`config.mk`:
```
export PLATFORM = sky130hd
export DESIGN_NAME = jpc_mul
export DESIGN_NICKNAME = d
export VERILOG_FILES = /design/src/design/jpc_pkg.sv /design/src/design/jpc_mul.sv
export SDC_FILE = /design/constraint.sdc
export NUM_CORES = 2
export LEC_CHECK = 0
export BUFFER_PORTS_ARGS = -buffer_cell sky130_fd_sc_hd__buf_2
export CORE_ASPECT_RATIO = 1.2
export CORE_MARGIN = 10
export CORE_UTILIZATION = 40
export DETAILED_ROUTE_END_ITERATION = 10
export PLACE_DENSITY = 0.6
export SYNTH_ARGS = -nofsm -noshare
export SYNTH_HDL_FRONTEND = slang
export SYNTH_SLANG_ARGS = --single-unit
```
`constraint.sdc`:
```
create_clock -name clk -period 8.5 [get_ports clk]
set_input_delay 1.275 -clock clk [delete_from_list [all_inputs] [get_ports clk]]
set_output_delay 1.275 -clock clk [all_outputs]
set_load 0.05 [all_outputs]
```
`src/design/jpc_pkg.sv`:
```
`default_nettype none
// ---------------------------------------------------------------------------
// jpc_pkg
// Shared widths, constants and types for the Jacobi coefficient unit.
// ---------------------------------------------------------------------------
package jpc_pkg;

  localparam int MAX_DEGREE = 16;
  localparam int KW = $clog2(MAX_DEGREE + 1);
  localparam int ONE_Q16 = 65536;
  // recurrence factors in signed Q.16
  localparam int FW = 28;
  // shared multiplier operand and product widths
  localparam int MA = 48;
  localparam int MB = 64;
  localparam int MP = MA + MB;
  // exact recurrence sum
  localparam int SW = 128;
  localparam logic [63:0] ONE_Q32 = 64'h0000_0001_0000_0000;

  typedef struct packed {
    logic          start;
    logic [MA-1:0] a;
    logic [MB-1:0] b;
  } mul_req_t;

  function automatic logic [FW-1:0] fmag(input logic signed [FW-1:0] v);
    logic [FW-1:0] r;
    r = v[FW-1] ? FW'(-v) : FW'(v);
    return r;
  endfunction

endpackage
`default_nettype wire

```
`src/design/jpc_mul.sv`:
```
`default_nettype none
// ---------------------------------------------------------------------------
// jpc_mul
// Unsigned 48 x 64 multiplier, four 24 x 32 partial products, one per cycle.
// ---------------------------------------------------------------------------
module jpc_mul
  import jpc_pkg::*;
(
  input  logic          clk,
  input  logic          rst,
  input  mul_req_t      req,
  output logic          done,
  output logic [MP-1:0] product
);

  localparam int AH = MA / 2;
  localparam int BH = MB / 2;

  logic [MA-1:0]      a_r;
  logic [MB-1:0]      b_r;
  logic [2:0]         cnt;
  logic               busy;
  logic [AH+BH-1:0]   pp;
  logic [1:0]         psh;
  logic [AH-1:0]      a_part;
  logic [BH-1:0]      b_part;
  logic [MP-1:0]      pp_ext;
  logic [MP-1:0]      pp_sh;

  always_comb begin
    a_part = cnt[1] ? a_r[MA-1:AH] : a_r[AH-1:0];
    b_part = cnt[0] ? b_r[MB-1:BH] : b_r[BH-1:0];
    pp_ext = MP'(pp);
    case (psh)
      2'd0:    pp_sh = pp_ext;
      2'd1:    pp_sh = pp_ext << BH;
      2'd2:    pp_sh = pp_ext << AH;
      default: pp_sh = pp_ext << (AH + BH);
    endcase
  end

  always_ff @(posedge clk) begin
    if (rst) begin
      busy <= 1'b0;
      done <= 1'b0;
      cnt  <= '0;
    end else begin
      done <= 1'b0;
      if (req.start) begin
        busy <= 1'b1;
        cnt  <= '0;
      end else if (busy) begin
        cnt <= cnt + 3'd1;
        if (cnt == 3'd4) begin
          busy <= 1'b0;
          done <= 1'b1;
        end
      end
    end
  end

  // partial product registered, then accumulated in the next cycle
  always_ff @(posedge clk) begin
    if (req.start) begin
      a_r     <= req.a;
      b_r     <= req.b;
      product <= '0;
    end else if (busy) begin
      if (cnt != 3'd4) begin
        pp  <= {{BH{1'b0}}, a_part} * {{AH{1'b0}}, b_part};
        psh <= cnt[1:0];
      end
      if (cnt != 3'd0) begin
        product <= product + pp_sh;
      end
    end
  end

endmodule
`default_nettype wire

```
==> impl_metrics.toml <==
[run_status]
status = "completed"

[cts]
worstSkewPairLatency_ns = 0.59
clk_path_buf_depth = 3
htree_num_levels = 2
clockRootBuffer = "clkbuf_16"
clkTransAtPathRegs_ns = 0.06
cts_tree = "built"
tritoncts.num_buffers = 36
hold_buffers = 0
clock-sinks = 287

[synth]
ys_ff_latch = 287
synth_top_area_cell = "fa_1"
synthAdderAreaFrac_pct = 40.00
synth_mux_area_share_pct = 3.697
ys.flop_type = "edfxtp_1"
netlist_area_sq_um = 42210
async_reset_ff_share_pct = 0
synth_top_family_by_area = "adder cells"
yosysWarnings = 0
yosysSeqAreaShare_pct = 17.64
synth_edf_count = 170
yosys-top-cells-count = "inv_1 (771), fa_1 (659), nand2_1 (611)"
synth_nets = 5816
syn_avg_cell_area_sq_um = 8.891
synth_xor_area_share_pct = 3.134
synthSimpleGateAreaFrac_pct = 14.28
yosysTopAreaCellShare_pct = 31.26
synthesis.instances = 4747
synthTopCellsByArea = "fa_1 (31%), edfxtp_1 (12%), ha_1 (8.7%)"
yosysMostFrequentCell = "inv_1"
synth_compound_area_share_pct = 12.00
synth.distinct_cells = 87

[sta]
worstMarginPinSlew_ns = 1.041
setup_violations = 0
skew_ns = 0.02019
fin_crit_ns = 8.244
slew_headroom_pct = 30.46
rsz0062_at_grt = "true"
max_freq_mhz = 121.3
period_share_pct = 96.99
hold_viol_final = 0
finalMaxSlewViolations = 0

[place]
gp_congestion = 1.001
dp_hpwl_microns = 126300
portBuffers = 227

[floorplan]
fp.dieArea_sq_um = 119000
row_count = 130
start_util_pct = 40.29
placeableCoreArea_sq_um = 104800
die_w_microns = 316.5
io_pins = 228
die_y_microns = 375.8

[cells_and_area]
drive_gt1_share_pct = 12.69
nets = 6023
final_util_pct = 45.19
nFillCells = 10270
n_antenna_cell = 0
syn_to_final_growth_pct = 12.17

[route]
viasPerCell = 5.447
dr.pass1.iters = 8
routed_wl_microns = 151400
drc = 0
final_antenna_net_count = 0
first_iter_violations = 2987
vias = 34680
wire_per_inst_microns = 23.78

[setup_path]
start_kind = "register"
end_kind = "register"
crit_path_max_fanout = 29
critical_path_class = "register to register"
slowest_delay_ns = 0.58
r2r_slack_ns = 0.26
arrival_ns = 8.58
required_ns = 8.83
cpMaxStageDelayCell = "fa_1"
cpMostUsedCell = "fa_1"

[global_routing]
grt_pass1_wl_microns = 227000
first_global_vias = 36420
global_route.overflow_total = 0
grt_max_degree = 75
track_usage_pct = 25.21
antenna_found_initial = 0

[flow_run]
maxCapViolCount = 0

[min_path]
min_path_type = "register to register"
[final cells by class]
cell class | count | area [sq um] | share of cell area (%)
Tap cell | 1386 | 1734 | 3.663
Sequential cell | 287 | 7452 | 15.74
Inverter | 772 | 2898 | 6.121
Clock buffer | 46 | 982.2 | 2.075
Clock inverter | 19 | 286.5 | 0.6052
Timing Repair Buffer | 423 | 2939 | 6.208
Multi-Input combinational cell | 3434 | 31050 | 65.59
[critical path, delay by kind of cell, from the launching register on]
family          cells  cell delay, ns
compound gates     10            1.96
fa+ha+maj           8            3.85
simple gates        3            0.32
xor+xnor            1            0.19
flops               1            0.52
mux                 1            0.19
buf+inv             7            0.90
[layer usage]
metal	track usage [%]	vias to the layer above	share of wire (%)
met2	43.18	1517	49
li1	-	15640	-
met3	4.002	410	7.0
met4	15.14	0	7.2
met5	0	-	0
met1	29.35	17110	37
[layout by cell type (no fill, tap or decap), types with 13 or more instances in the layout]
| master | synthesis | layout |
|---|---|---|
| inv_1 | 771 | 771 |
| fa_1 | 659 | 659 |
| nand2_1 | 611 | 611 |
| nor2_1 | 526 | 523 |
| ha_1 | 295 | 295 |
| a21oi_1 | 273 | 269 |
| buf_2 | 8 | 226 |
| edfxtp_1 | 170 | 170 |
| buf_4 | 0 | 170 |
| dfxtp_1 | 117 | 115 |
| o21ai_0 | 107 | 106 |
| xnor2_1 | 93 | 93 |
| a21o_1 | 84 | 84 |
| a22o_1 | 78 | 78 |
| mux2_2 | 71 | 69 |
| mux2i_1 | 76 | 63 |
| nand4_1 | 61 | 61 |
| xor2_1 | 58 | 58 |
| o21bai_1 | 44 | 44 |
| and3_1 | 39 | 39 |
| clkbuf_16 | 0 | 36 |
| and2_1 | 35 | 35 |
| nand3_1 | 32 | 32 |
| nor2b_1 | 27 | 27 |
| nor3_1 | 27 | 27 |
| a31oi_1 | 27 | 26 |
| buf_12 | 0 | 26 |
| o21a_1 | 21 | 21 |
| o21ai_1 | 17 | 17 |
| nand2b_1 | 17 | 17 |
| o211ai_1 | 13 | 13 |
[timing repair]
action / CTS / global route
endpoints found under the setup margin: 0 / 8
resized for setup: 0 / 11
hold endpoints to repair: 0 / 0
setup buffers: 0 / 8
[stage by stage]
step                instances  instance area [sq um]  hold slack (ns)  setup TNS (ns)  worst slack, ns
floorplan                4747                  42210           0.4323               0          0.08989
finish                   6367                  47340           0.4803               0           0.2556
global placement         6294                  45940           0.4636               0           0.1665
detailed placement       6294                  45940           0.4702               0          0.08851
CTS                      6359                  47210           0.4767               0          0.03629
global route             6367                  47340           0.4991        -0.06339         -0.04129
[worst paths after layout]
kind / from / endpoint / cells after the start
setup reg to reg: cnt[0] / pp[54] / 30
setup / recovery: cnt[0] / pp[54] / 30
hold / removal: product[48] / product[48] / 2
hold reg to reg: product[48] / product[48] / 2
[state kept, by name, summed over array words and instances, names as in the netlist]
| signal | flops |
|---|---|
| cnt | 3 |
| done | 1 |
| b_r | 64 |
| a_r | 48 |
| pp | 56 |
| psh | 2 |
| product | 112 |
| busy | 1 |
[kinds of logic (layout without fill, tap and decap cells)]
group | count (synthesis) | count (layout)
AND/OR/NAND/NOR | 1422 | 1422
flip-flops | 287 | 287
multiplexers | 147 | 147
XOR/XNOR | 151 | 151
adder cells (fa/ha/maj) | 954 | 954
buffers and inverters | 1026 | 1260
AO/OA/AOI/OAI | 760 | 760
Power is left out: the tool's default activity adds up to more than one toggle a clock period on the data nets, which glitch-free logic cannot reach.
