**config.mk**
```make
export PLATFORM = sky130hd
export DESIGN_NAME = jpc_div
export DESIGN_NICKNAME = d
export VERILOG_FILES = /design/src/design/jpc_pkg.sv /design/src/design/jpc_div.sv
export SDC_FILE = /design/constraint.sdc
export NUM_CORES = 1
export LEC_CHECK = 0
export ABC_AREA = 0
export BUFFER_PORTS_ARGS = -buffer_cell sky130_fd_sc_hd__buf_4
export CORE_MARGIN = 2
export CORE_UTILIZATION = 55
export CTS_CLUSTER_SIZE = 30
export DETAILED_ROUTE_END_ITERATION = 10
export PLACE_DENSITY_LB_ADDON = 0.25
export SYNTH_ARGS = -nofsm -noshare
export SYNTH_HDL_FRONTEND = slang
export SYNTH_SLANG_ARGS = --single-unit
```
**constraint.sdc**
```tcl
create_clock -name clk -period 7 [get_ports clk]
set_input_delay 0.7 -clock clk [delete_from_list [all_inputs] [get_ports clk]]
set_output_delay 0.7 -clock clk [all_outputs]
set_load 0.01 [all_outputs]
```
**src/design/jpc_pkg.sv**
```systemverilog
`default_nettype none
// ---------------------------------------------------------------------------
// jpc_pkg
// Shared widths, constants and types for the Jacobi coefficient unit.
// ---------------------------------------------------------------------------
package jpc_pkg;

  localparam int MAX_DEGREE = 16;
  localparam int KW = $clog2(MAX_DEGREE + 1);
  localparam int ONE_Q16 = 65536;
  // recurrence factors in signed Q.16
  localparam int FW = 28;
  // shared multiplier operand and product widths
  localparam int MA = 48;
  localparam int MB = 64;
  localparam int MP = MA + MB;
  // exact recurrence sum
  localparam int SW = 128;
  localparam logic [63:0] ONE_Q32 = 64'h0000_0001_0000_0000;

  typedef struct packed {
    logic          start;
    logic [MA-1:0] a;
    logic [MB-1:0] b;
  } mul_req_t;

  function automatic logic [FW-1:0] fmag(input logic signed [FW-1:0] v);
    logic [FW-1:0] r;
    r = v[FW-1] ? FW'(-v) : FW'(v);
    return r;
  endfunction

endpackage
`default_nettype wire

```
**src/design/jpc_div.sv**
```systemverilog
`default_nettype none
// ---------------------------------------------------------------------------
// jpc_div
// Signed (num << 16) / den with rounding and saturation, one quotient bit
// per cycle.
// ---------------------------------------------------------------------------
module jpc_div
  import jpc_pkg::*;
(
  input  logic          clk,
  input  logic          rst,
  input  logic          start,
  input  logic [SW-1:0] num,
  input  logic [63:0]   den,
  output logic          done,
  output logic [63:0]   quotient
);

  typedef enum logic [4:0] {
    D_IDLE = 5'b00001,
    D_PREP = 5'b00010,
    D_CHK  = 5'b00100,
    D_RUN  = 5'b01000,
    D_FIN  = 5'b10000
  } dstate_t;

  dstate_t       state;
  logic          neg;
  logic          zero_d;
  logic          sat;
  logic [SW-1:0] mag;
  logic [63:0]   den_r;
  logic [63:0]   rem;
  logic [63:0]   q;
  logic [5:0]    cnt;
  logic [64:0]   trial;

  assign trial = {rem, mag[63]};

  always_ff @(posedge clk) begin
    if (rst) begin
      state <= D_IDLE;
      done  <= 1'b0;
    end else begin
      done <= 1'b0;
      unique case (state)
        D_IDLE: if (start) state <= D_PREP;
        D_PREP: state <= D_CHK;
        D_CHK: begin
          if (den_r == 64'd0 || mag[SW-1:64] >= den_r) begin
            state <= D_FIN;
          end else begin
            state <= D_RUN;
          end
        end
        D_RUN: if (cnt == 6'd63) state <= D_FIN;
        D_FIN: begin
          state <= D_IDLE;
          done  <= 1'b1;
        end
        default: state <= D_IDLE;
      endcase
    end
  end

  always_ff @(posedge clk) begin
    unique case (state)
      D_IDLE: begin
        if (start) begin
          neg   <= num[SW-1];
          mag   <= num[SW-1] ? -num : num;
          den_r <= den;
        end
      end
      D_PREP: begin
        // scale to Q.64 and add half the divisor for rounding
        mag <= {mag[SW-17:0], 16'd0} + {64'd0, 1'b0, den_r[63:1]};
      end
      D_CHK: begin
        zero_d <= (den_r == 64'd0);
        sat    <= (mag[SW-1:64] >= den_r);
        rem    <= mag[SW-1:64];
        q      <= '0;
        cnt    <= '0;
      end
      D_RUN: begin
        if (trial >= {1'b0, den_r}) begin
          rem <= 64'(trial - {1'b0, den_r});
          q   <= {q[62:0], 1'b1};
        end else begin
          rem <= trial[63:0];
          q   <= {q[62:0], 1'b0};
        end
        mag[63:0] <= {mag[62:0], 1'b0};
        cnt       <= cnt + 6'd1;
      end
      D_FIN: begin
        if (zero_d) begin
          quotient <= '0;
        end else if (neg) begin
          if (sat || (q[63] && q[62:0] != '0)) quotient <= {1'b1, 63'd0};
          else quotient <= -q;
        end else begin
          if (sat || q[63]) quotient <= {1'b0, {63{1'b1}}};
          else quotient <= q;
        end
      end
      default: ;
    endcase
  end

endmodule
`default_nettype wire

```
==> results.md <==
- After floorplanning, the core was divided into 86 placement rows.
- The run finished with clean final reports.
- The worst-path cell with the longest stage delay is sky130_fd_sc_hd__and2_1.
- The floorplan step set the die height to 240 um.
- The die covers 57400 um2.
- After the first detailed-routing iteration, the DRC count stood at 4221.
- Yosys instantiated no cell more often than sky130_fd_sc_hd__edfxtp_1.
- For this run, asynchronously set or reset flops after synthesis account for 0%.
- The transition time at the pin with the least slew margin is 1.25 ns.
- The count of final max-slew check failures was 0.
- The number of antenna violations at the first check in global routing is 2.
- In the final routed layout, each cell accounts on average for 25.5 um.
- The filler cell count in the final layout is 4800.
- Setup repair after global routing left no endpoint under its margin.
- The maximum level of the CTS H-tree is 2.
- Synthesis produced a netlist with a net count of 3789.
- The half-perimeter wire length after placement is 84000 um.
- Between clock sinks in the finished design, the worst skew comes to 0.0391 ns.
- For the worst-skew pair, the clock arrives at the later sink with an insertion delay of 0.61 ns.
- The portion of the clock cycle consumed by the worst path in the final layout is 70.3%.
- The number of enable flip-flop cells after synthesis is 393.
- The reported max-cap violation count is 0.
- The floorplan step set the die width to 240 um.
- Synthesis instantiated 85 different standard cells from the library.
- The path class of the tightest hold or removal check is in2reg.
- The total leakage power is 13.4 nW.
- The first-pass GRT wire length is 164000 um.
- The data arrival at the endpoint of the critical path is 5.37 ns.
- Once layout is complete, the utilization of the core stands at 62.8%.
- The number of DRC violations after detailed routing is 0.
- The highest attainable clock frequency is 203 MHz.
- The core footprint is 55000 um2.
- The number of clock buffers added by TritonCTS is 46.
- By area the synthesized netlist is led by sky130_fd_sc_hd__edfxtp_1 (39%), sky130_fd_sc_hd__ha_1 (7.3%), sky130_fd_sc_hd__xnor2_1 (5.7%), sky130_fd_sc_hd__o21ai_0 (4.7%), sky130_fd_sc_hd__a21oi_1 (4.2%).
- Adding up every negative setup slack in the final design gives 0 ns.
- The count of buffers inserted at the top-level ports is 259.
- On the worst path, the slowest cell contributes a delay of 0.86 ns.
- Walking the worst path, the cells encountered are nor4_1 -> and4_1 -> nor3b_1 -> nand2_1 -> nor3_2 -> and3_1 -> a21o_1 -> and2_1 -> buf_4 -> nand3b_1 -> a31oi_1.
- The number of routed nets with antenna violations is 0.
- The number of global-route vias before repair is 26600.
- The synthesized netlist occupies a cell area of 30500 um2.
- Summing the sequential cell areas from Yosys gives 39.1% of the chip area.
- The data required time at the worst endpoint is 7.45 ns.
- The pin count of the biggest net entering global routing is 105.
- The worst setup path is of the reg2reg kind.
- At the end of routability-driven placement, the weighted congestion stood at 1.02.
- The count of boundary I/O pins is 260.
- TritonCTS built the clock tree.
- The via count is 28800.
- The worst voltage drop across the vdd grid is 0.000187 V.
- The effective utilization at floorplan is 55.5%.
- The synthesized design spends more area on one cell type than any other, namely sky130_fd_sc_hd__edfxtp_1.
- Using the TritonRoute via totals, the vias-per-cell ratio works out to 6.62.
- The final-report setup violation count is 0.
- In this run, post-CTS hold repair placed 0 buffers.
- The register bit count reported by yosys is 399.
- The worst path in the final design needs a cycle of 4.92 ns, including I/O delays and setup.
- The first-pass iteration count of the detailed router is 6.
- The post-CTS repair timing setup buffer count is 0.
- The worst-case headroom to the max-slew limit is 15.8%.
- The synthesized area divided by synthesized cell count is 8.94 um2.
- By count the netlist is led by sky130_fd_sc_hd__edfxtp_1 (393), sky130_fd_sc_hd__nand2_1 (327), sky130_fd_sc_hd__o21ai_0 (289).
- The post-cts sizing count is 0.
- The maximum fanout along the worst path is 25.
- The clock drives 399 sinks.
- The worst setup path is launched from a register.
- The cell count after synthesis is 3414.
- The most used flip-flop cell after synthesis is sky130_fd_sc_hd__edfxtp_1.
- The Yosys step of the flow raised 0 warnings.
- The number of nets in the layout is 3938.
- The global-route usage over all layers is 37.9%.
- Compared with the post-synthesis result, the final layout area differs by 13.1%.
- The number of hold violations in the final report was 0.
- The root cell of the clock tree is sky130_fd_sc_hd__clkbuf_16.
- The largest buffer count on any clock path is 3.
- For this run the aggregate overflow at the end of global routing stands at 0.
- The overall routed net length is 111000 um.
- In this run the power density over the cells is 214 nW/um2.
- The clock-pin slew reported for the worst setup and hold paths after clock tree synthesis is 0.06 ns.
- The fraction of final layout cells with drive strength greater than 1 is 11.5%.
- STA classifies the critical path endpoint as a register.
- Of the post-synthesis cell area, the dominant cell type holds 38.7%.
==> metrics by stage <==
| stage | area [um2] | power, mW | hold WS, ns | instances | setup slack (ns) |
|---|---|---|---|---|---|
| after CTS | 34500 | 7.33 | 0.248 | 4348 | 2.19 |
| after global routing | 34500 | 7.61 | 0.263 | 4349 | 1.72 |
| after detailed placement | 33000 | 4.88 | 0.567 | 4263 | 2.26 |
| final | 34500 | 7.39 | 0.265 | 4350 | 2.08 |
| after global placement | 33000 | 4.88 | 0.556 | 4263 | 2.33 |
| after floorplan | 30500 | 4.18 | 0.529 | 3414 | 1.71 |
==> cells in the final DEF, fill, tap and decap left out, types with 72 or more instances in the layout <==
master                       n
sky130_fd_sc_hd__nand2_1   325
sky130_fd_sc_hd__nor2_1    279
sky130_fd_sc_hd__and2_1     72
sky130_fd_sc_hd__a21oi_1   251
sky130_fd_sc_hd__nand4_1    87
sky130_fd_sc_hd__nand3_1    93
sky130_fd_sc_hd__xnor2_1   198
sky130_fd_sc_hd__a21o_1     83
sky130_fd_sc_hd__o21ai_0   289
sky130_fd_sc_hd__inv_1     123
sky130_fd_sc_hd__buf_4     286
sky130_fd_sc_hd__ha_1      178
sky130_fd_sc_hd__edfxtp_1  393
sky130_fd_sc_hd__nor3_1     89
sky130_fd_sc_hd__xor2_1     82
==> area by class of cell <==
type | instances | area, um2 | area share, %
tap | 748 | 936 | 2.71
timing repair buffer | 286 | 2150 | 6.22
clock inverter | 23 | 277 | 0.801
antenna | 2 | 5.00 | 0.0145
sequential | 399 | 11900 | 34.6
multi-input combinational | 2706 | 17500 | 50.8
clock buffer | 62 | 1240 | 3.60
inverter | 124 | 465 | 1.35
==> cells by family after synthesis <==
kind of cell / after synthesis / share of synthesized area (%)
compound gates: 974 / 19.9
buf+inv: 309 / 3.83
simple gates: 1234 / 20.5
mux: 38 / 1.28
flops: 399 / 39.1
xor+xnor: 280 / 8.04
fa+ha+maj: 180 / 7.43
==> power by group <==
part	total [mW]	internal, mW	switching [mW]
combinational	1.84	0.693	1.14
sequential	3.08	2.82	0.258
clock	2.47	1.41	1.06
==> layer usage <==
metal / global-route usage (%) / vias up / part of all wire [%]
li1: - / 13000 / -
met1: 51.2 / 13600 / 39
met2: 57.7 / 1880 / 43
met3: 7.36 / 309 / 12
met4: 20.0 / 0 / 6.1
met5: 0 / - / 0
==> flip-flops by register name, indices dropped and copies added (netlist names) <==
| name | count |
|---|---|
| zero_d | 1 |
| mag | 128 |
| quotient | 64 |
| q | 64 |
| sat | 1 |
| state | 5 |
| done | 1 |
| rem | 64 |
| den_r | 64 |
| cnt | 6 |
| neg | 1 |
==> critical path, delay by kind of cell (launching register included) <==
kind / cells / cell delay [ns]
buffers and inverters: 1 / 0.34
and+or+nand+nor: 8 / 3.56
AOI/OAI and AO/OA: 2 / 0.35
DFF: 1 / 0.49
==> worst paths after layout <==
| check | from | endpoint | slack [ns] | cells after the start |
|---|---|---|---|---|
| worst min register to register | mag[16] | mag[17] | 0.58 | 2 |
| worst min-delay path | den[62] | den_r[62] | 0.26 | 1 |
| worst max-delay path | q[14] | quotient[53] | 2.08 | 11 |
| worst max register to register | q[14] | quotient[53] | 2.08 | 11 |
No activity file was read; power rests on OpenSTA's default activity.
